### src/hw/rtl/itp_pkg.sv
`timescale 1ns / 1ps
// Package for the infix to postfix converter: character codes, item classes,
// error codes, queue entry type and the classify and precedence functions.
package itp_pkg;

  localparam int STACK_DEPTH = 32;
  localparam int QUEUE_DEPTH = 2;

  localparam logic [7:0] CHAR_PLUS   = 8'h2B;
  localparam logic [7:0] CHAR_MINUS  = 8'h2D;
  localparam logic [7:0] CHAR_STAR   = 8'h2A;
  localparam logic [7:0] CHAR_SLASH  = 8'h2F;
  localparam logic [7:0] CHAR_CARET  = 8'h5E;
  localparam logic [7:0] CHAR_LPAREN = 8'h28;
  localparam logic [7:0] CHAR_RPAREN = 8'h29;
  localparam logic [7:0] CHAR_LOW_A  = 8'h61;
  localparam logic [7:0] CHAR_LOW_Z  = 8'h7A;
  localparam logic [7:0] CHAR_UP_A   = 8'h41;
  localparam logic [7:0] CHAR_UP_Z   = 8'h5A;

  localparam logic [2:0] ERR_NONE     = 3'd0;
  localparam logic [2:0] ERR_CLOSE    = 3'd1;
  localparam logic [2:0] ERR_OPEN     = 3'd2;
  localparam logic [2:0] ERR_BADCHAR  = 3'd3;
  localparam logic [2:0] ERR_OVERFLOW = 3'd4;

  typedef logic [2:0] cls_t;
  localparam cls_t CLS_LETTER = 3'd0;
  localparam cls_t CLS_OPEN   = 3'd1;
  localparam cls_t CLS_CLOSE  = 3'd2;
  localparam cls_t CLS_OP     = 3'd3;
  localparam cls_t CLS_BAD    = 3'd4;

  typedef struct packed {
    cls_t       cls;
    logic [1:0] prec;
    logic [7:0] sym;
    logic       last;
  } q_entry_t;

  function automatic logic [1:0] precedence(input logic [7:0] c);
    logic [1:0] p;
    p = 2'd0;
    if (c == CHAR_PLUS || c == CHAR_MINUS) p = 2'd1;
    else if (c == CHAR_STAR || c == CHAR_SLASH) p = 2'd2;
    else if (c == CHAR_CARET) p = 2'd3;
    return p;
  endfunction

  function automatic cls_t classify(input logic [7:0] c);
    cls_t k;
    if ((c >= CHAR_LOW_A && c <= CHAR_LOW_Z) || (c >= CHAR_UP_A && c <= CHAR_UP_Z)) begin
      k = CLS_LETTER;
    end else if (c == CHAR_LPAREN) begin
      k = CLS_OPEN;
    end else if (c == CHAR_RPAREN) begin
      k = CLS_CLOSE;
    end else if (precedence(c) != 2'd0) begin
      k = CLS_OP;
    end else begin
      k = CLS_BAD;
    end
    return k;
  endfunction

endpackage

### src/hw/rtl/itp_ram.sv
`timescale 1ns / 1ps
// Generic single-write, single-read RAM with registered read data.
// No dependencies.
module itp_ram #(
  parameter int WIDTH = 8,
  parameter int DEPTH = 32
) (
  input  logic                     clk,
  input  logic                     wr_en,
  input  logic [$clog2(DEPTH)-1:0] wr_addr,
  input  logic [WIDTH-1:0]         wr_data,
  input  logic [$clog2(DEPTH)-1:0] rd_addr,
  output logic [WIDTH-1:0]         rd_data
);

  logic [WIDTH-1:0] mem [DEPTH];

  always_ff @(posedge clk) begin
    if (wr_en) begin
      mem[wr_addr] <= wr_data;
    end
    rd_data <= mem[rd_addr];
  end

endmodule

### src/hw/rtl/itp_front.sv
`timescale 1ns / 1ps
// Front end: accept input items, classify each character and hold them in a
// short queue for the back end. Depends on itp_pkg.
module itp_front (
  input  logic             clk,
  input  logic             rst,
  input  logic             s_tvalid,
  output logic             s_tready,
  input  logic [7:0]       s_tdata,
  input  logic             s_tlast,
  output logic             q_valid,
  output itp_pkg::q_entry_t q_head,
  input  logic             q_pop
);

  localparam int QD  = itp_pkg::QUEUE_DEPTH;
  localparam int QAW = (QD > 1) ? $clog2(QD) : 1;
  localparam int QCW = $clog2(QD + 1);

  itp_pkg::q_entry_t entries [QD];
  logic [QAW-1:0]    wr_ptr;
  logic [QAW-1:0]    rd_ptr;
  logic [QCW-1:0]    fill;
  logic              push;
  itp_pkg::q_entry_t new_entry;

  assign s_tready = (fill != QCW'(QD));
  assign push     = s_tvalid && s_tready;
  assign q_valid  = (fill != '0);
  assign q_head   = entries[rd_ptr];

  always_comb begin
    new_entry.cls  = itp_pkg::classify(s_tdata);
    new_entry.prec = itp_pkg::precedence(s_tdata);
    new_entry.sym  = s_tdata;
    new_entry.last = s_tlast;
  end

  always_ff @(posedge clk) begin
    if (push) begin
      entries[wr_ptr] <= new_entry;
    end
  end

  always_ff @(posedge clk) begin
    if (rst) begin
      wr_ptr <= '0;
      rd_ptr <= '0;
      fill   <= '0;
    end else begin
      if (push) begin
        wr_ptr <= (wr_ptr == QAW'(QD - 1)) ? '0 : wr_ptr + 1'b1;
      end
      if (q_pop) begin
        rd_ptr <= (rd_ptr == QAW'(QD - 1)) ? '0 : rd_ptr + 1'b1;
      end
      if (push && !q_pop) begin
        fill <= fill + 1'b1;
      end else if (!push && q_pop) begin
        fill <= fill - 1'b1;
      end
    end
  end

endmodule

### src/hw/rtl/itp_back.sv
`timescale 1ns / 1ps
// Back end: run the operator stack for the item at the queue head, hold the
// newest result to mark the last one, and drive the output register.
// Depends on itp_pkg and itp_ram.
module itp_back #(
  parameter int STACK_DEPTH = itp_pkg::STACK_DEPTH
) (
  input  logic              clk,
  input  logic              rst,
  input  logic              q_valid,
  input  itp_pkg::q_entry_t q_head,
  output logic              q_pop,
  output logic              m_tvalid,
  input  logic              m_tready,
  output logic [7:0]        m_tdata,
  output logic              m_tlast,
  output logic [3:0]        m_tuser
);

  localparam int AW = $clog2(STACK_DEPTH);
  localparam int CW = $clog2(STACK_DEPTH + 1);

  localparam logic [1:0] S_RUN   = 2'd0;
  localparam logic [1:0] S_FLUSH = 2'd1;
  localparam logic [1:0] S_DONE  = 2'd2;

  logic [1:0]    st;
  logic [1:0]    st_next;
  logic [CW-1:0] count;
  logic [CW-1:0] count_next;
  logic [7:0]    top;
  logic [7:0]    top_next;
  logic [7:0]    below;
  logic          open_seen;
  logic          open_next;

  logic          hold_valid;
  logic [7:0]    hold_sym;
  logic [2:0]    hold_err;

  logic          emit_req;
  logic [7:0]    emit_sym;
  logic [2:0]    emit_err;
  logic          emit_fire;
  logic          push_en;
  logic          pop_en;
  logic          fin_fire;
  logic          out_free;
  logic          emit_ok;
  logic          has;
  logic          full;
  logic          top_open;
  logic          adv_state;

  logic          out_load;
  logic [7:0]    out_sym;
  logic [2:0]    out_err;
  logic          out_run;
  logic          out_done;

  assign out_free = !m_tvalid || m_tready;
  assign emit_ok  = !hold_valid || out_free;
  assign has      = (count != '0);
  assign full     = (count == CW'(STACK_DEPTH));
  assign top_open = (top == itp_pkg::CHAR_LPAREN);

  always_comb begin
    adv_state = q_head.last;
    st_next   = st;
    open_next = open_seen;
    emit_req  = 1'b0;
    emit_sym  = '0;
    emit_err  = itp_pkg::ERR_NONE;
    push_en   = 1'b0;
    pop_en    = 1'b0;
    fin_fire  = 1'b0;
    q_pop     = 1'b0;
    unique case (st)
      S_RUN: begin
        if (q_valid) begin
          case (q_head.cls)
            itp_pkg::CLS_LETTER: begin
              emit_req = 1'b1;
              emit_sym = q_head.sym;
              st_next  = adv_state ? S_FLUSH : S_DONE;
            end
            itp_pkg::CLS_OPEN: begin
              if (full) begin
                emit_req = 1'b1;
                emit_err = itp_pkg::ERR_OVERFLOW;
              end else begin
                push_en = 1'b1;
              end
              st_next = adv_state ? S_FLUSH : S_DONE;
            end
            itp_pkg::CLS_CLOSE: begin
              if (has && !top_open) begin
                emit_req = 1'b1;
                emit_sym = top;
                pop_en   = 1'b1;
              end else if (!has) begin
                emit_req = 1'b1;
                emit_err = itp_pkg::ERR_CLOSE;
                st_next  = adv_state ? S_FLUSH : S_DONE;
              end else begin
                pop_en  = 1'b1;
                st_next = adv_state ? S_FLUSH : S_DONE;
              end
            end
            itp_pkg::CLS_OP: begin
              if (has && !top_open && itp_pkg::precedence(top) >= q_head.prec) begin
                emit_req = 1'b1;
                emit_sym = top;
                pop_en   = 1'b1;
              end else begin
                if (full) begin
                  emit_req = 1'b1;
                  emit_err = itp_pkg::ERR_OVERFLOW;
                end else begin
                  push_en = 1'b1;
                end
                st_next = adv_state ? S_FLUSH : S_DONE;
              end
            end
            default: begin
              emit_req = 1'b1;
              emit_err = itp_pkg::ERR_BADCHAR;
              st_next  = adv_state ? S_FLUSH : S_DONE;
            end
          endcase
        end
      end
      S_FLUSH: begin
        if (has) begin
          pop_en = 1'b1;
          if (top_open) begin
            open_next = 1'b1;
          end else begin
            emit_req = 1'b1;
            emit_sym = top;
          end
        end else begin
          if (open_seen) begin
            emit_req = 1'b1;
            emit_err = itp_pkg::ERR_OPEN;
          end
          open_next = 1'b0;
          st_next   = S_DONE;
        end
      end
      S_DONE: begin
        if (!(hold_valid || q_head.last) || out_free) begin
          fin_fire = 1'b1;
          q_pop    = 1'b1;
          st_next  = S_RUN;
        end
      end
      default: begin
        st_next = S_RUN;
      end
    endcase
    if (emit_req && !emit_ok) begin
      push_en   = 1'b0;
      pop_en    = 1'b0;
      st_next   = st;
      open_next = open_seen;
    end
  end

  assign emit_fire = emit_req && emit_ok;

  always_comb begin
    out_load = 1'b0;
    out_sym  = hold_sym;
    out_err  = hold_err;
    out_run  = 1'b0;
    out_done = 1'b0;
    if (emit_fire && hold_valid) begin
      out_load = 1'b1;
    end else if (fin_fire && hold_valid) begin
      out_load = 1'b1;
      out_run  = 1'b1;
      out_done = q_head.last;
    end else if (fin_fire && q_head.last) begin
      out_load = 1'b1;
      out_sym  = '0;
      out_err  = itp_pkg::ERR_NONE;
      out_run  = 1'b1;
      out_done = 1'b1;
    end
  end

  always_comb begin
    count_next = count;
    top_next   = top;
    if (push_en) begin
      count_next = count + 1'b1;
      top_next   = q_head.sym;
    end else if (pop_en) begin
      count_next = count - 1'b1;
      top_next   = below;
    end
  end

  itp_ram #(
    .WIDTH (8),
    .DEPTH (STACK_DEPTH)
  ) u_stack (
    .clk     (clk),
    .wr_en   (push_en),
    .wr_addr (AW'(count)),
    .wr_data (q_head.sym),
    .rd_addr (AW'(count_next - CW'(2))),
    .rd_data (below)
  );

  always_ff @(posedge clk) begin
    top <= top_next;
    if (emit_fire) begin
      hold_sym <= emit_sym;
      hold_err <= emit_err;
    end
    if (out_load) begin
      m_tdata    <= out_sym;
      m_tlast    <= out_run;
      m_tuser    <= {out_err, out_done};
    end
  end

  always_ff @(posedge clk) begin
    if (rst) begin
      st         <= S_RUN;
      count      <= '0;
      open_seen  <= 1'b0;
      hold_valid <= 1'b0;
      m_tvalid   <= 1'b0;
    end else begin
      st        <= st_next;
      count     <= count_next;
      open_seen <= open_next;
      if (emit_fire) begin
        hold_valid <= 1'b1;
      end else if (fin_fire) begin
        hold_valid <= 1'b0;
      end
      if (out_load) begin
        m_tvalid <= 1'b1;
      end else if (m_tready) begin
        m_tvalid <= 1'b0;
      end
    end
  end

endmodule

### src/hw/rtl/infix_to_postfix_converter.sv
`timescale 1ns / 1ps
// Top level of the infix to postfix converter: front end with item queue,
// back end with operator stack. Depends on itp_pkg, itp_front, itp_back.
//
//   channel  | direction | tdata          | tlast      | tuser
//   s_*      | in        | symbol         | expr_last  | -
//   m_*      | out       | out_symbol     | run_last   | expr_done, error_code
//
// Each item is handled in the run state and retired in the done state;
// stack RAM reads allow one pop a cycle while the back end is not held,
// and a final item first passes through the flush state to empty the
// stack. Synchronous reset empties queue, stack and output register. Input
// stalls only while the two-entry queue is full; output stalls hold the back
// end once its held result and output register are both occupied.
module infix_to_postfix_converter #(
  parameter int STACK_DEPTH = itp_pkg::STACK_DEPTH
) (
  input  logic       clk,
  input  logic       rst,
  input  logic       s_tvalid,
  output logic       s_tready,
  input  logic [7:0] s_tdata,   // [7:0] symbol
  input  logic       s_tlast,
  output logic       m_tvalid,
  input  logic       m_tready,
  output logic [7:0] m_tdata,   // [7:0] out_symbol
  output logic       m_tlast,
  output logic [3:0] m_tuser    // [0] expr_done, [3:1] error_code
);

  logic              q_valid;
  itp_pkg::q_entry_t q_head;
  logic              q_pop;

  itp_front u_front (
    .clk      (clk),
    .rst      (rst),
    .s_tvalid (s_tvalid),
    .s_tready (s_tready),
    .s_tdata  (s_tdata),
    .s_tlast  (s_tlast),
    .q_valid  (q_valid),
    .q_head   (q_head),
    .q_pop    (q_pop)
  );

  itp_back #(
    .STACK_DEPTH (STACK_DEPTH)
  ) u_back (
    .clk      (clk),
    .rst      (rst),
    .q_valid  (q_valid),
    .q_head   (q_head),
    .q_pop    (q_pop),
    .m_tvalid (m_tvalid),
    .m_tready (m_tready),
    .m_tdata  (m_tdata),
    .m_tlast  (m_tlast),
    .m_tuser  (m_tuser)
  );

endmodule

### config.mk
export PLATFORM = sky130hd
export DESIGN_NAME = infix_to_postfix_converter
export DESIGN_NICKNAME = d
export VERILOG_FILES = /design/src/hw/rtl/itp_pkg.sv /design/src/hw/rtl/itp_ram.sv /design/src/hw/rtl/itp_front.sv /design/src/hw/rtl/itp_back.sv /design/src/hw/rtl/infix_to_postfix_converter.sv
export SDC_FILE = /design/constraint.sdc
export NUM_CORES = 1
export LEC_CHECK = 0
export ABC_AREA = 1
export ABC_CLOCK_PERIOD_IN_PS = 4000
export BUFFER_PORTS_ARGS = -buffer_cell sky130_fd_sc_hd__buf_2
export CORE_MARGIN = 5
export CORE_UTILIZATION = 45
export DETAILED_ROUTE_END_ITERATION = 6
export GPL_TIMING_DRIVEN = 0
export HOLD_SLACK_MARGIN = 0.05
export PLACE_DENSITY_LB_ADDON = 0.15
export SYNTH_ARGS = -nofsm -noshare
export SYNTH_HDL_FRONTEND = slang
export SYNTH_SLANG_ARGS = --single-unit
### constraint.sdc
create_clock -name clk -period 4 [get_ports clk]
set_input_delay 0.8 -clock clk [delete_from_list [all_inputs] [get_ports clk]]
set_output_delay 0.8 -clock clk [all_outputs]
set_load 0.02 [all_outputs]
==> results.yml <==
layout:
  drive_gt1_frac: 0.140
  multi_input_area_sq_mm: 0.00423
  n_antenna_cell: 0
  fin_nets: 1699
  fillers: 3133
  regArea_sq_mm: 0.00997
  final_area_sq_mm: 0.0181
  final_cells: 2160
  area_growth_pct: 15.6
global_route:
  grt_pass1_wl_um: 65800
  grt_antenna_before_repair: 1
  grt_pass1_vias: 10577
  grt_start_max_net_pins: 35
  grt_usage: 0.228
  grt_overflow: 0
yosys:
  ys_types: 44
  synthTopCellsByArea: "edfxtp_1 (61%), nand3_1 (10%), nand2_1 (8.3%)"
  async_flop_share: 0
  synth_ff_type: "edfxtp_1"
  syn_inst: 1592
  yosysMostFrequentCell: "nand2_1"
  synth-seq-area-share: 0.636
  synth_common_cells: "nand2_1 (345), nand3_1 (328), inv_1 (321)"
  netlist_area_sq_mm: 0.0157
  synth_seq_cells: 340
  yosys_warnings: 0
  synth.top_cell.area_share: 0.606
  syn_nets: 1612
  yosysTopAreaCell: "edfxtp_1"
  syn_area_per_cell_sq_um: 9.84
  synth_edf_count: 316
clocking:
  htree_levels: 2
  path_clk_slew_ps: 60
  clock_latency_ps: 520
  cts-root-buf: "clkbuf_16"
  cts_sinks: 340
  cts_buffers: 37
  cts_tree: "built"
  cts_max_path_buffers: 3
  holdBufCountCts: 0
route:
  wl_per_cell_um: 20.5
  drtIter0Drc: 1091
  drcViolationCount: 0
  drt_pass1_iterations: 5
  viasPerCell: 5.23
  wl_um: 44300
  ant_nets: 0
  dr_total_vias: 11291
setup_path:
  critPathArrivalTime_ps: 4140
  crit_required_ps: 4410
  reg2reg_from: "u_back.top[7]"
  crit_path_end_kind: "flop"
  path_class: "reg2reg"
  critPathCapture: "u_back.u_stack.rd_data[4]"
  critPathLaunchType: "flop"
  reg2reg_slack_ps: 260
  rr_worst_depth: 24
  critPathLaunch: "u_back.top[7]"
  path_max_fanout: 5
  rr_endpoint: "u_back.u_stack.rd_data[4]"
floorplan:
  row_count: 68
  initial_utilization: 0.455
  ios: 28
  die-area_sq_mm: 0.0386
  core_area_sq_mm: 0.0345
  fp.dieW_um: 197
  die_h_um: 197
placed_design:
  gp_congestion: 0.963
  dp.cells: 2076
  numPortBuffers: 26
  placed_cell_area_sq_mm: 0.0164
  dpl_worst_slack_ps: -204
  post-dp-hpwl_um: 29500
timing:
  hold_viol: 0
  fin_crit_ps: 3740
  holdWs_ps: 473
  tightest_slew_ps: 1350
  post-route-period-util: 0.934
  slew_viol_final: 0
  max_freq_mhz: 268
  worst_slack_ps: 265
  clock_skew_ps: 9.54
  maxSlewHeadroom: 0.0946
  finalSetupViolCount: 0
outcome:
  status: "complete, no violations"
flow_run:
  cap_violations: 0
worst_hold_path:
  hp-class: "in2reg"
-- worst max-delay path, cell delays in order, from the launching register on --
cell and delay, ps:
edfxtp_1 420, nor4_2 290, nand4_1 160, inv_1 90, a31oi_2 60, ha_1 320, o21ai_2 70, nand2_1 70
nand3_2 90, nor2_2 160, a21oi_1 90, o21ai_4 290, buf_4 170, nand3_1 90, nand2_1 70, nand2_1 50
nand2_2 150, nand2_2 100, nand2_4 180, buf_12 160, nand3_1 140, nand3_1 120, nand2_1 80, nand2_1 110
nand2_1 90
-- flip-flops by register name, indices dropped and copies added (netlist names), 2 cells and up, named ones only --
register	cells
u_back.m_tuser	4
u_back.m_tdata	8
u_back.u_stack.mem	256
u_back.count	6
u_front.entries	28
u_back.hold_sym	8
u_back.hold_err	3
u_back.st	2
u_back.top	8
u_front.fill	2
u_back.u_stack.rd_data	8
-- cells by family after synthesis --
group                      Yosys count  synth area share
AOI/OAI and AO/OA                   57            0.0230
xor gates and xnor gates             5           0.00519
muxes                                1          0.000639
buffers and inverters              398             0.105
adders and majority gates            7           0.00559
and+or+nand+nor                    784             0.224
DFF                                340             0.636
-- how the worst min path moves through the flow --
stage | startpoint | to | cells past startpoint
after floorplan | u_front.fill[1] | u_front.fill[1] | 2
after global placement | u_front.fill[1] | u_front.fill[1] | 2
after detailed placement | u_back.count[5] | u_back.count[5] | 1
after CTS | s_tlast | u_front.entries[0][0] | 1
after global routing | s_tlast | u_front.entries[1][0] | 1
final | s_tlast | u_front.entries[0][0] | 1
-- layer usage --
layer	part of all wire	vias to the layer above	track usage
li1	-	5374	-
met5	0	-	0
met4	0.028	0	0.0673
met1	0.44	5415	0.328
met3	0.067	73	0.0296
met2	0.47	429	0.366
-- metrics by stage --
| step | setup TNS, ps | util |
|---|---|---|
| global route | -290 | 0.526 |
| CTS | 0 | 0.513 |
| floorplan | 0 | - |
| finish | 0 | 0.526 |
| global placement | -15070 | 0.475 |
| detailed placement | -1110 | 0.476 |
-- cells in the final DEF (no fill, tap or decap), drive strengths merged, types with 2 or more instances in the layout --
cell type,count
nand2,363
inv,332
nand3,332
edfxtp,316
buf,96
nor2,70
clkbuf,67
o21ai,28
dfxtp,24
clkinv,12
a21oi,11
nor3,10
o22ai,8
ha,7
bufinv,4
xor2,4
nand4,3
or2,2
a211oi,2
o21bai,2
nor4,2
-- cell type report --
type / count / area share
Multi-Input combinational cell: 854 / 0.233
Timing Repair Buffer: 50 / 0.0189
Tap cell: 455 / 0.0314
Clock inverter: 17 / 0.00995
Sequential cell: 340 / 0.550
Buffer: 65 / 0.0307
Clock buffer: 48 / 0.0563
Inverter: 331 / 0.0690
-- repair_timing --
item | in CTS | in global routing
resized for setup | 14 | 76
gates cloned | 0 | 1
pin swaps | 1 | 14
buffers inserted | 2 | 18
setup endpoints to repair | 8 | 42
Power is not shown: default switching activity piles up to over one toggle a cycle in this logic, so the estimate is an artifact.
